<file path="src/rtl/core/wsfd_pkg.sv">
// ----------------------------------------------------------------------------
// wsfd_pkg: shared types and constants of the WebSocket frame deframer
// Parse phases, result kind codes and header field constants.
// ----------------------------------------------------------------------------
`default_nettype none

package wsfd_pkg;

  typedef enum logic [2:0] {
    PH_HDR0    = 3'd0,
    PH_HDR1    = 3'd1,
    PH_EXT16   = 3'd2,
    PH_EXT64   = 3'd3,
    PH_MASK    = 3'd4,
    PH_PAYLOAD = 3'd5,
    PH_HALT    = 3'd6
  } phase_t;

  typedef enum logic [1:0] {
    KIND_HEADER  = 2'd0,
    KIND_PAYLOAD = 2'd1,
    KIND_ERROR   = 2'd2
  } kind_t;

  localparam logic [31:0] MAX_PAYLOAD_RESET = 32'd32768;
  localparam logic [6:0]  LEN_CODE_EXT16    = 7'd126;
  localparam logic [6:0]  LEN_CODE_EXT64    = 7'd127;
  localparam logic [2:0]  EXT16_LAST        = 3'd1;
  localparam logic [2:0]  EXT64_LAST        = 3'd7;
  localparam logic [2:0]  MASK_LAST         = 3'd3;

endpackage

`default_nettype wire

</file>
<file path="src/rtl/core/websocket_frame_deframer.sv">
// ----------------------------------------------------------------------------
// websocket_frame_deframer: WebSocket frame deframer
// Splits a received byte stream into frame headers and unmasked payload bytes.
//
//   channel   direction  handshake            payload
//   input     in         in_valid / in_stall  rx_byte
//   result    out        out_valid/out_stall  kind, opcode, frame_length,
//                                             payload_byte, last_of_frame
//   config    in         cfg_we               cfg_wdata (max_payload)
//
// One byte per cycle while in_stall is low; a result appears in the cycle after the byte that causes it.
// The header walk and the length check sit between the parse state registers
// and the single result register; the 32-bit compare sets the cycle.
// Synchronous reset returns to the first header byte and clears any halt.
// A full result register under out_stall raises in_stall in the same cycle.
// ----------------------------------------------------------------------------
`default_nettype none

module websocket_frame_deframer (
  input  wire logic                 clk,
  input  wire logic                 rst,
  input  wire logic                 cfg_we,
  input  wire logic [31:0]          cfg_wdata,
  input  wire logic                 in_valid,
  output logic                      in_stall,
  input  wire logic [7:0]           rx_byte,
  output logic                      out_valid,
  input  wire logic                 out_stall,
  output wsfd_pkg::kind_t           kind,
  output logic [3:0]                opcode,
  output logic [31:0]               frame_length,
  output logic [7:0]                payload_byte,
  output logic                      last_of_frame
);

  import wsfd_pkg::*;

  phase_t      phase, phase_next;
  logic [2:0]  field_count, field_count_next;
  logic [31:0] length_acc;
  logic [31:0] remaining, remaining_next;
  logic [31:0] key_word;
  logic        mask_present;
  logic [3:0]  held_opcode;
  logic [1:0]  mask_index, mask_index_next;
  logic [31:0] max_payload;

  logic        accept;
  logic [6:0]  len_code;
  logic [31:0] len_new;
  logic        length_done;
  logic        mask_now;
  logic        hdr_end;
  logic        oversize;
  logic        pay_last;
  logic [31:0] remaining_dec;
  logic [7:0]  key_byte;

  logic        res_valid;
  kind_t       res_kind;
  logic [7:0]  res_byte;
  logic        res_last;

  assign in_stall = out_valid && out_stall;
  assign accept   = in_valid && !in_stall;
  assign len_code = rx_byte[6:0];

  always_comb begin
    len_new     = length_acc;
    length_done = 1'b0;
    mask_now    = mask_present;
    unique case (phase)
      PH_HDR1: begin
        mask_now = rx_byte[7];
        if (len_code == LEN_CODE_EXT16 || len_code == LEN_CODE_EXT64) begin
          len_new = '0;
        end else begin
          len_new     = {25'd0, len_code};
          length_done = 1'b1;
        end
      end
      PH_EXT16: begin
        len_new     = {16'd0, length_acc[7:0], rx_byte};
        length_done = (field_count >= EXT16_LAST);
      end
      PH_EXT64: begin
        len_new     = {length_acc[23:0], rx_byte};
        length_done = (field_count >= EXT64_LAST);
      end
      default: begin
      end
    endcase
  end

  assign hdr_end = (length_done && !mask_now) ||
                   (phase == PH_MASK && field_count >= MASK_LAST);
  assign oversize      = len_new > max_payload;
  assign remaining_dec = remaining - 32'd1;
  assign pay_last      = (remaining_dec == '0);

  always_comb begin
    unique case (mask_index)
      2'd0:    key_byte = key_word[31:24];
      2'd1:    key_byte = key_word[23:16];
      2'd2:    key_byte = key_word[15:8];
      default: key_byte = key_word[7:0];
    endcase
    if (!mask_present) begin
      key_byte = '0;
    end
  end

  // next state
  always_comb begin
    phase_next       = phase;
    field_count_next = field_count;
    remaining_next   = remaining;
    mask_index_next  = mask_index;
    unique case (phase)
      PH_HDR0: begin
        phase_next = PH_HDR1;
      end
      PH_HDR1, PH_EXT16, PH_EXT64: begin
        if (phase == PH_HDR1) begin
          field_count_next = '0;
          if (len_code == LEN_CODE_EXT16) begin
            phase_next = PH_EXT16;
          end else if (len_code == LEN_CODE_EXT64) begin
            phase_next = PH_EXT64;
          end
        end else if (!length_done) begin
          field_count_next = field_count + 3'd1;
        end
        if (length_done) begin
          field_count_next = '0;
          if (mask_now) begin
            phase_next = PH_MASK;
          end
        end
      end
      PH_MASK: begin
        if (hdr_end) begin
          field_count_next = '0;
        end else begin
          field_count_next = field_count + 3'd1;
        end
      end
      PH_PAYLOAD: begin
        mask_index_next = mask_index + 2'd1;
        remaining_next  = remaining_dec;
        if (pay_last) begin
          phase_next = PH_HDR0;
        end
      end
      PH_HALT: begin
      end
      default: begin
        phase_next = PH_HDR0;
      end
    endcase
    if (hdr_end) begin
      if (oversize) begin
        phase_next = PH_HALT;
      end else if (len_new == '0) begin
        phase_next = PH_HDR0;
      end else begin
        phase_next      = PH_PAYLOAD;
        remaining_next  = len_new;
        mask_index_next = '0;
      end
    end
  end

  // result
  always_comb begin
    res_valid = 1'b0;
    res_kind  = KIND_HEADER;
    res_byte  = '0;
    res_last  = 1'b0;
    if (phase == PH_PAYLOAD) begin
      res_valid = 1'b1;
      res_kind  = KIND_PAYLOAD;
      res_byte  = rx_byte ^ key_byte;
      res_last  = pay_last;
    end else if (hdr_end) begin
      res_valid = 1'b1;
      if (oversize) begin
        res_kind = KIND_ERROR;
      end else begin
        res_last = (len_new == '0);
      end
    end
  end

  always_ff @(posedge clk) begin
    if (rst) begin
      max_payload <= MAX_PAYLOAD_RESET;
    end else if (cfg_we) begin
      max_payload <= cfg_wdata;
    end
  end

  always_ff @(posedge clk) begin
    if (rst) begin
      phase        <= PH_HDR0;
      field_count  <= '0;
      length_acc   <= '0;
      remaining    <= '0;
      key_word     <= '0;
      mask_present <= 1'b0;
      held_opcode  <= '0;
      mask_index   <= '0;
    end else if (accept) begin
      phase       <= phase_next;
      field_count <= field_count_next;
      length_acc  <= len_new;
      remaining   <= remaining_next;
      mask_index  <= mask_index_next;
      if (phase == PH_HDR0) begin
        held_opcode <= rx_byte[3:0];
      end
      if (phase == PH_HDR1) begin
        mask_present <= rx_byte[7];
      end
      if (phase == PH_MASK) begin
        key_word <= {key_word[23:0], rx_byte};
      end
    end
  end

  always_ff @(posedge clk) begin
    if (rst) begin
      out_valid <= 1'b0;
    end else if (accept) begin
      out_valid <= res_valid;
    end else if (!out_stall) begin
      out_valid <= 1'b0;
    end
  end

  always_ff @(posedge clk) begin
    if (accept) begin
      kind          <= res_kind;
      opcode        <= held_opcode;
      frame_length  <= len_new;
      payload_byte  <= res_byte;
      last_of_frame <= res_last;
    end
  end

  a_halt_silent: assert property (@(posedge clk) disable iff (rst)
    accept && phase == PH_HALT |=> !out_valid)
    else $error("result after halt");

  a_error_halts: assert property (@(posedge clk) disable iff (rst)
    out_valid && kind == KIND_ERROR |-> phase == PH_HALT && frame_length > max_payload)
    else $error("error result without halt or oversize length");

  a_last_returns: assert property (@(posedge clk) disable iff (rst)
    out_valid && kind == KIND_PAYLOAD && last_of_frame |-> phase == PH_HDR0)
    else $error("last payload byte did not return to header");

endmodule

`default_nettype wire

</file>
<file path="config.mk">
export PLATFORM = sky130hd
export DESIGN_NAME = websocket_frame_deframer
export DESIGN_NICKNAME = d
export VERILOG_FILES = /design/src/rtl/core/wsfd_pkg.sv /design/src/rtl/core/websocket_frame_deframer.sv
export SDC_FILE = /design/constraint.sdc
export NUM_CORES = 1
export LEC_CHECK = 0
export ABC_AREA = 1
export BUFFER_PORTS_ARGS = -buffer_cell sky130_fd_sc_hd__buf_2
export CAP_MARGIN = 20
export CORE_MARGIN = 4
export CORE_UTILIZATION = 60
export DETAILED_ROUTE_END_ITERATION = 10
export PLACE_DENSITY = 0.8
export RECOVER_POWER = 100
export SETUP_SLACK_MARGIN = 0.02
export SYNTH_ARGS = -nofsm -noshare
export SYNTH_HDL_FRONTEND = slang
export SYNTH_SLANG_ARGS = --single-unit
export TNS_END_PERCENT = 1
</file>
<file path="constraint.sdc">
create_clock -name clk -period 5.3 [get_ports clk]
set_clock_uncertainty 0.15 [all_clocks]
set_input_delay 0.53 -clock clk [delete_from_list [all_inputs] [get_ports clk]]
set_output_delay 0.53 -clock clk [all_outputs]
set_load 0.1 [all_outputs]
</file>
Word-level counts from Yosys, hierarchy flattened
Index checks and enable logic that the tools add are counted.

Register bits: 189. Latch bits: 0. RAM bits: 0. Bits in read-only memories: 0. Input bits: 45. Output and inout port bits: 49. Logic and storage cells: 96. Memories kept: 0.

Add/subtract/negate cells: 3. Multipliers: 0. Div/mod/pow operators: 0. Order comparisons: 4. Equal/unequal tests: 13. Shift-type cells: 0. Mux-type cells: 38. Bitwise gates (word level): 2. Reduce and logical (&&, ||, !) cells: 20.

Operators with widths (count): 32-bit two-way mux (4); 32-bit one-hot mux with 3 select lines (1); 32-bit logical NOT (2); 3-bit two-way mux (12); 32-bit > comparator (1); 32-bit by 1-bit subtractor with 32-bit output, second input constant (1); 8-bit one-hot mux with 3 select lines (1); 7-bit equality test, second input constant (2); 3-bit one-hot mux with 4 select lines (1); 1-bit two-way mux (10); 2-bit two-way mux (5); 3-bit equality test, second input constant (3); 8-bit two-way mux (1); 8-bit XOR (1); 7-bit two-way mux (1); 3-bit by 2-bit equality test with 1-bit output, second input constant (2); 3-bit one-hot mux with 2 select lines (1); 2-bit AND reduction (3); 1-bit logical AND (4); 2-bit by 1-bit != test with 1-bit output, second input constant (2); 2-bit OR reduction (2); 3-bit by 1-bit adder with 3-bit output, second input constant (1); 3-bit by 1-bit equality test with 1-bit output, second input constant (1); 3-bit by 1-bit >= comparator with 1-bit output, second input constant (1); 15 further kinds (17).

Logic depth before layout (Yosys ltp)
Depth in word-level cells: 9. Depth in mapped cells: 25. Depth with buffers taken out: 24.

Worst setup path before layout
No wires, ideal clock.

Kind: register to register. Start: register out_valid. End: register frame_length[0], enable pin. Library setup time: 430 ps. Data arrival time: 2997 ps. Data required time: 4720 ps. Setup slack: 1724 ps. Stages on the path, launching flop included: 7. Buffers on the path: 3. Clock period less this slack: 3576 ps. Cells stage by stage: dfxtp_1 > nand2_1 > nand2_1 > clkbuf_1 > clkinv_1 > clkbuf_1 > clkbuf_1.

Cells in the longest elaborated chain, start to end: 3.

Ends and longest elaborated chain: start: declaration (line websocket_frame_deframer.sv:27) `output logic out_valid,`; start signal: assignment (line websocket_frame_deframer.sv:235) `out_valid <= res_valid;`; 1-bit logical AND (line websocket_frame_deframer.sv:64) `assign in_stall = out_valid && out_stall;`; 1-bit logical NOT (line websocket_frame_deframer.sv:65) `assign accept = in_valid && !in_stall;`; 1-bit logical AND (line websocket_frame_deframer.sv:65); net accept (line websocket_frame_deframer.sv:48) `logic accept;`; end signal: assignment (line websocket_frame_deframer.sv:245) `frame_length <= len_new;`; end: declaration (line websocket_frame_deframer.sv:31) `output logic [31:0] frame_length,`.

The timed path passes the listed nets, and every way through them passes these cells. A chain may end at the register's enable or synchronous reset.

Worst setup path in the final report
Start: register phase[0]. End: register remaining[25].

Cells in the longest elaborated chain, start to end: 6. Elaborated cells between the ends (all ways): 18. Classes of those cells: 1 x order compare; 5 x eq/ne; 7 x mux; 5 x reduce/logical.

Ends and longest elaborated chain: start: declaration (line websocket_frame_deframer.sv:38) `phase_t phase, phase_next;`; start signal: assignment (line websocket_frame_deframer.sv:214) `phase <= phase_next;`; 3-bit by 2-bit equality test with 1-bit output or 3-bit by 1-bit equality test with 1-bit output (tied branches) (line websocket_frame_deframer.sv:72) `unique case (phase)`; 32-bit one-hot mux with 3 select lines (*) (line websocket_frame_deframer.sv:72); net len_new[23] (line websocket_frame_deframer.sv:50) `logic [31:0] len_new;`; parallel branches: the longest is 2 deep, another holds 32-bit > comparator; 32-bit two-way mux (*) (line websocket_frame_deframer.sv:162) `if (oversize) begin`; 32-bit two-way mux (*) (line websocket_frame_deframer.sv:161) `if (hdr_end) begin`; end signal: assignment (line websocket_frame_deframer.sv:217) `remaining <= remaining_next;`; end: declaration (line websocket_frame_deframer.sv:41) `logic [31:0] remaining, remaining_next;`.

Mark *: on every way through the listed nets, which the timed path passes.

==> metrics.md <==
| Metric | Value |
|---|---|
| Maximum number of pins on one net before global-route repair | `92` |
| Master cell of the clock root buffer | `clkbuf_16` |
| Cell area after technology mapping | `0.0101 mm^2` |
| Via-to-Cell Ratio | `between 5 and 6` |
| Cell count of the worst reg-to-reg path | `17` |
| Most common cell type on the critical path | `nand2_1` |
| Chain of cells forming the critical path | `inv_2, nand2_1, nand2_4, inv_1, o21ai_0, ha_1, nand2_1, nor4_1, nand4_1, nand2_1, nand2_1, inv_2, nand2_2, nand2_1, nand3_1, nand2_1, inv_1` |
| Worst skew pair latency | `about 0.44 ns` |
| Worst min-delay path class | `primary input to register` |
| Hold Startpoint | `cfg_wdata[15]` |
| Count of port buffers added during placement | `between 90 and 100` |
| Number of search-and-repair iterations in the first detailed-routing pass | `6` |
| Crit path to | `remaining[25]$_SDFFE_PP0P_` |
| Global-route usage over all layers | `0.282` |
| Final worst-path cycle share | `0.890` |
| Post_cts resized | `0` |
| Number of endpoints with negative hold slack in the final report | `0` |
| Number of nets at the end of the flow | `between 1500 and 2000` |
| Most instantiated flip-flop cell in the synthesis netlist | `dfxtp_1` |
| Maximum count of clock buffers along a single path | `2` |
| Status | `complete, but fails checks` |
| Sequential share of the synthesized area | `0.422` |
| Max-cap violation count | `3` |
| Unrepaired setup endpoints after global routing | `no` |
| Number of remaining DRC errors | `0` |
| Worst Path Arrival | `roughly 4.9 ns` |
| Violation count after the first detailed-route iteration | `1216` |
| Most common cell in the netlist | `nand2_1` |
| Number of antenna violations at the first check in global routing | `0` |
| Layout area overhead | `10.2%` |
| Time the final worst path needs with I/O delays and setup | `approximately 4.7 ns` |
| Leakage power of the design | `between 4 and 5 nW` |
| Vias after detailed routing | `roughly 9700` |
| Highest clock frequency the design can meet | `approximately 210 MHz` |
| Total count of max-transition violations in the final report | `195` |
| Number of standard-cell rows in the floorplan | `47` |
| Fraction of final layout cells with drive strength greater than 1 | `0.0620` |
| Gate Count Post-Synth | `around 1400` |
| Number of distinct library cell variants in the gate-level netlist after synthesis | `36` |
| Top cells by area, synth | `dfxtp_1 (28%), edfxtp_1 (14%), nand2_1 (13%)` |
| Total Wirelength | `~26 mm` |
| Critical-path cell with the highest stage delay | `o21ai_0` |
| Slack of the worst reg-to-reg path | `between 0.5 and 0.6 ns` |
| Worst path required time | `approximately 5.5 ns` |
| Fraction of registers with async set or reset after synthesis | `0` |
| Category of the critical setup timing path | `register to register` |
| Total number of yosys warnings | `0` |
| Area share of the largest cell type after synthesis | `0.282` |
| Clock slew at the register clock pins of the worst setup and hold paths | `approximately 0.07 ns` |
| Wire length of the first global-routing pass | `42.2 mm` |
| VDD IR max | `about 0.28 mV` |
| X dimension of the die | `around 140 um` |
| End of the worst register-to-register path | `remaining[25]$_SDFFE_PP0P_` |
| Via count of the first global-routing pass | `between 8000 and 9000` |
| H-tree depth reported by CTS | `4` |
| Final setup violating endpoints | `0` |
| Cell accounting for the most synthesized area | `dfxtp_1` |
| Setup TNS | `0 ns` |
| RD Place Congestion | `roughly 0.93` |
| HPWL Detailed | `18.3 mm` |
| Pwr per Cell Area | `about 380 mW/mm^2` |
| List of most frequent post-synthesis cells | `nand2_1 (350), o21ai_0 (181), a21oi_1 (170)` |
| Effective utilization at floorplan | `0.610` |
| Yosys reg bits | `roughly 190` |
| Worst setup path startpoint | `phase[0]$_SDFFE_PP0P_` |
| Die area | `approximately 0.019 mm^2` |
| Kind of end point of the critical path | `register` |
| Number of enable-type register cells in the synthesized netlist | `47` |
| Worst R2R Start | `phase[0]$_SDFFE_PP0P_` |
| Number of antenna-violating nets in the routed design | `0` |
| Power Total | `4.18 mW` |
| Vertical die dimension | `approximately 140 um` |
| Number of diodes added for antenna fixing | `0` |
| Synth Area per Inst | `roughly 7.1 um^2` |
| Relative max-transition margin | `-0.913` |
| Failing checks | `capacitance limit, slew limit` |
| Slew at the pin closest to its max-slew limit | `2.87 ns` |
| GRT overflow | `0` |
| Largest stage delay on the critical path | `0.63 ns` |
| Synthesized netlist net count | `between 1500 and 2000` |
| Max Fanout on Critical Path | `35` |
| Total clock buffers created by CTS | `17` |
| CTS tree | `done` |
| Startpoint kind of the worst setup timing path | `register` |
| Hold buffer count at cts | `0` |
| Clock sinks | `roughly 190` |
| Core region area | `around 0.017 mm^2` |
| Average wire per cell in the routed design | `approximately 15 um` |
| Buffer count from post-CTS setup fixing | `0` |
| Number of I/O pins | `between 90 and 100` |
[how the worst min path moves through the flow]
stage | end | cells past startpoint | slack (ns)
floorplan | opcode[0]$_DFFE_PP_ | 0 | 0.25
global placement | opcode[3]$_DFFE_PP_ | 0 | 0.26
detailed placement | opcode[2]$_DFFE_PP_ | 0 | 0.26
CTS | max_payload[15]$_SDFFE_PP1P_ | 3 | 0.15
global route | max_payload[0]$_SDFFE_PP0P_ | 3 | 0.19
finish | max_payload[15]$_SDFFE_PP1P_ | 3 | 0.16
[flip-flops by register name, indices dropped and copies added (netlist names)]
register,cells
mask_present,1
length_acc,32
max_payload,32
held_opcode,4
key_word,32
payload_byte,8
opcode,4
remaining,32
kind,2
mask_index,2
field_count,3
phase,3
frame_length,32
out_valid,1
last_of_frame,1
[layout by cell type, fill, tap and decap left out, drive strengths merged, types with 13 or more instances in the layout]
master / n
nand2: 354
o21ai: 184
a21oi: 170
inv: 163
dfxtp: 142
nor2: 121
clkbuf: 73
nand3: 68
buf: 51
edfxtp: 47
ha: 42
nand3b: 15
nor3: 13
[report_power, final]
group          internal (mW)  switching [mW]  total [mW]
Combinational          0.309           0.944        1.25
Sequential              1.61          0.0890        1.70
Clock                  0.648           0.579        1.23
[area by class of cell]
cell class	instances	area [um^2]
clock inverters	14	118
inverters	160	601
clock buffers	18	429
well taps	220	275
repair buffers	106	483
flip-flops and latches	189	4250
fillers	1453	5420
multi-input cells	1012	4940
[critical path, delay by kind of cell, from the launching register on]
family          cells  cell delay [ns]
flops               1             0.34
simple gates       11             2.48
buf+inv             4             0.77
compound gates      1             0.63
fa+ha+maj           1             0.24
[per-stage QoR]
step / instances / utilization / setup WS, ns / hold WS [ns] / instance area, um^2
6_report: 1719 / 0.672 / 0.584 / 0.160 / 11100
5_1_grt: 1719 / 0.672 / 0.247 / 0.187 / 11100
4_1_cts: 1719 / 0.678 / 0.831 / 0.152 / 11200
3_5_place_dp: 1687 / 0.645 / 0.875 / 0.264 / 10700
3_3_place_gp: 1687 / 0.645 / 0.945 / 0.258 / 10700
2_1_floorplan: 1427 / - / 1.72 / 0.253 / 10100
[routing by layer]
layer,share of wire,GRT usage,up-vias,routed length (um)
met5,0,0,-,0
met4,0.018,0.0892,0,486
met3,0.077,0.0467,44,2030
met2,0.45,0.432,400,11700
met1,0.46,0.406,4377,12100
li1,-,-,4831,-
[kinds of logic after synthesis]
kind of cell	Yosys count	synth area share
AO/OA/AOI/OAI	381	0.194
XOR/XNOR	4	0.00348
adder cells (fa/ha/maj)	42	0.0521
buffers and inverters	226	0.0869
flip-flops	189	0.422
AND/OR/NAND/NOR	585	0.241
Note: power is estimated with default switching activity, not from simulation.
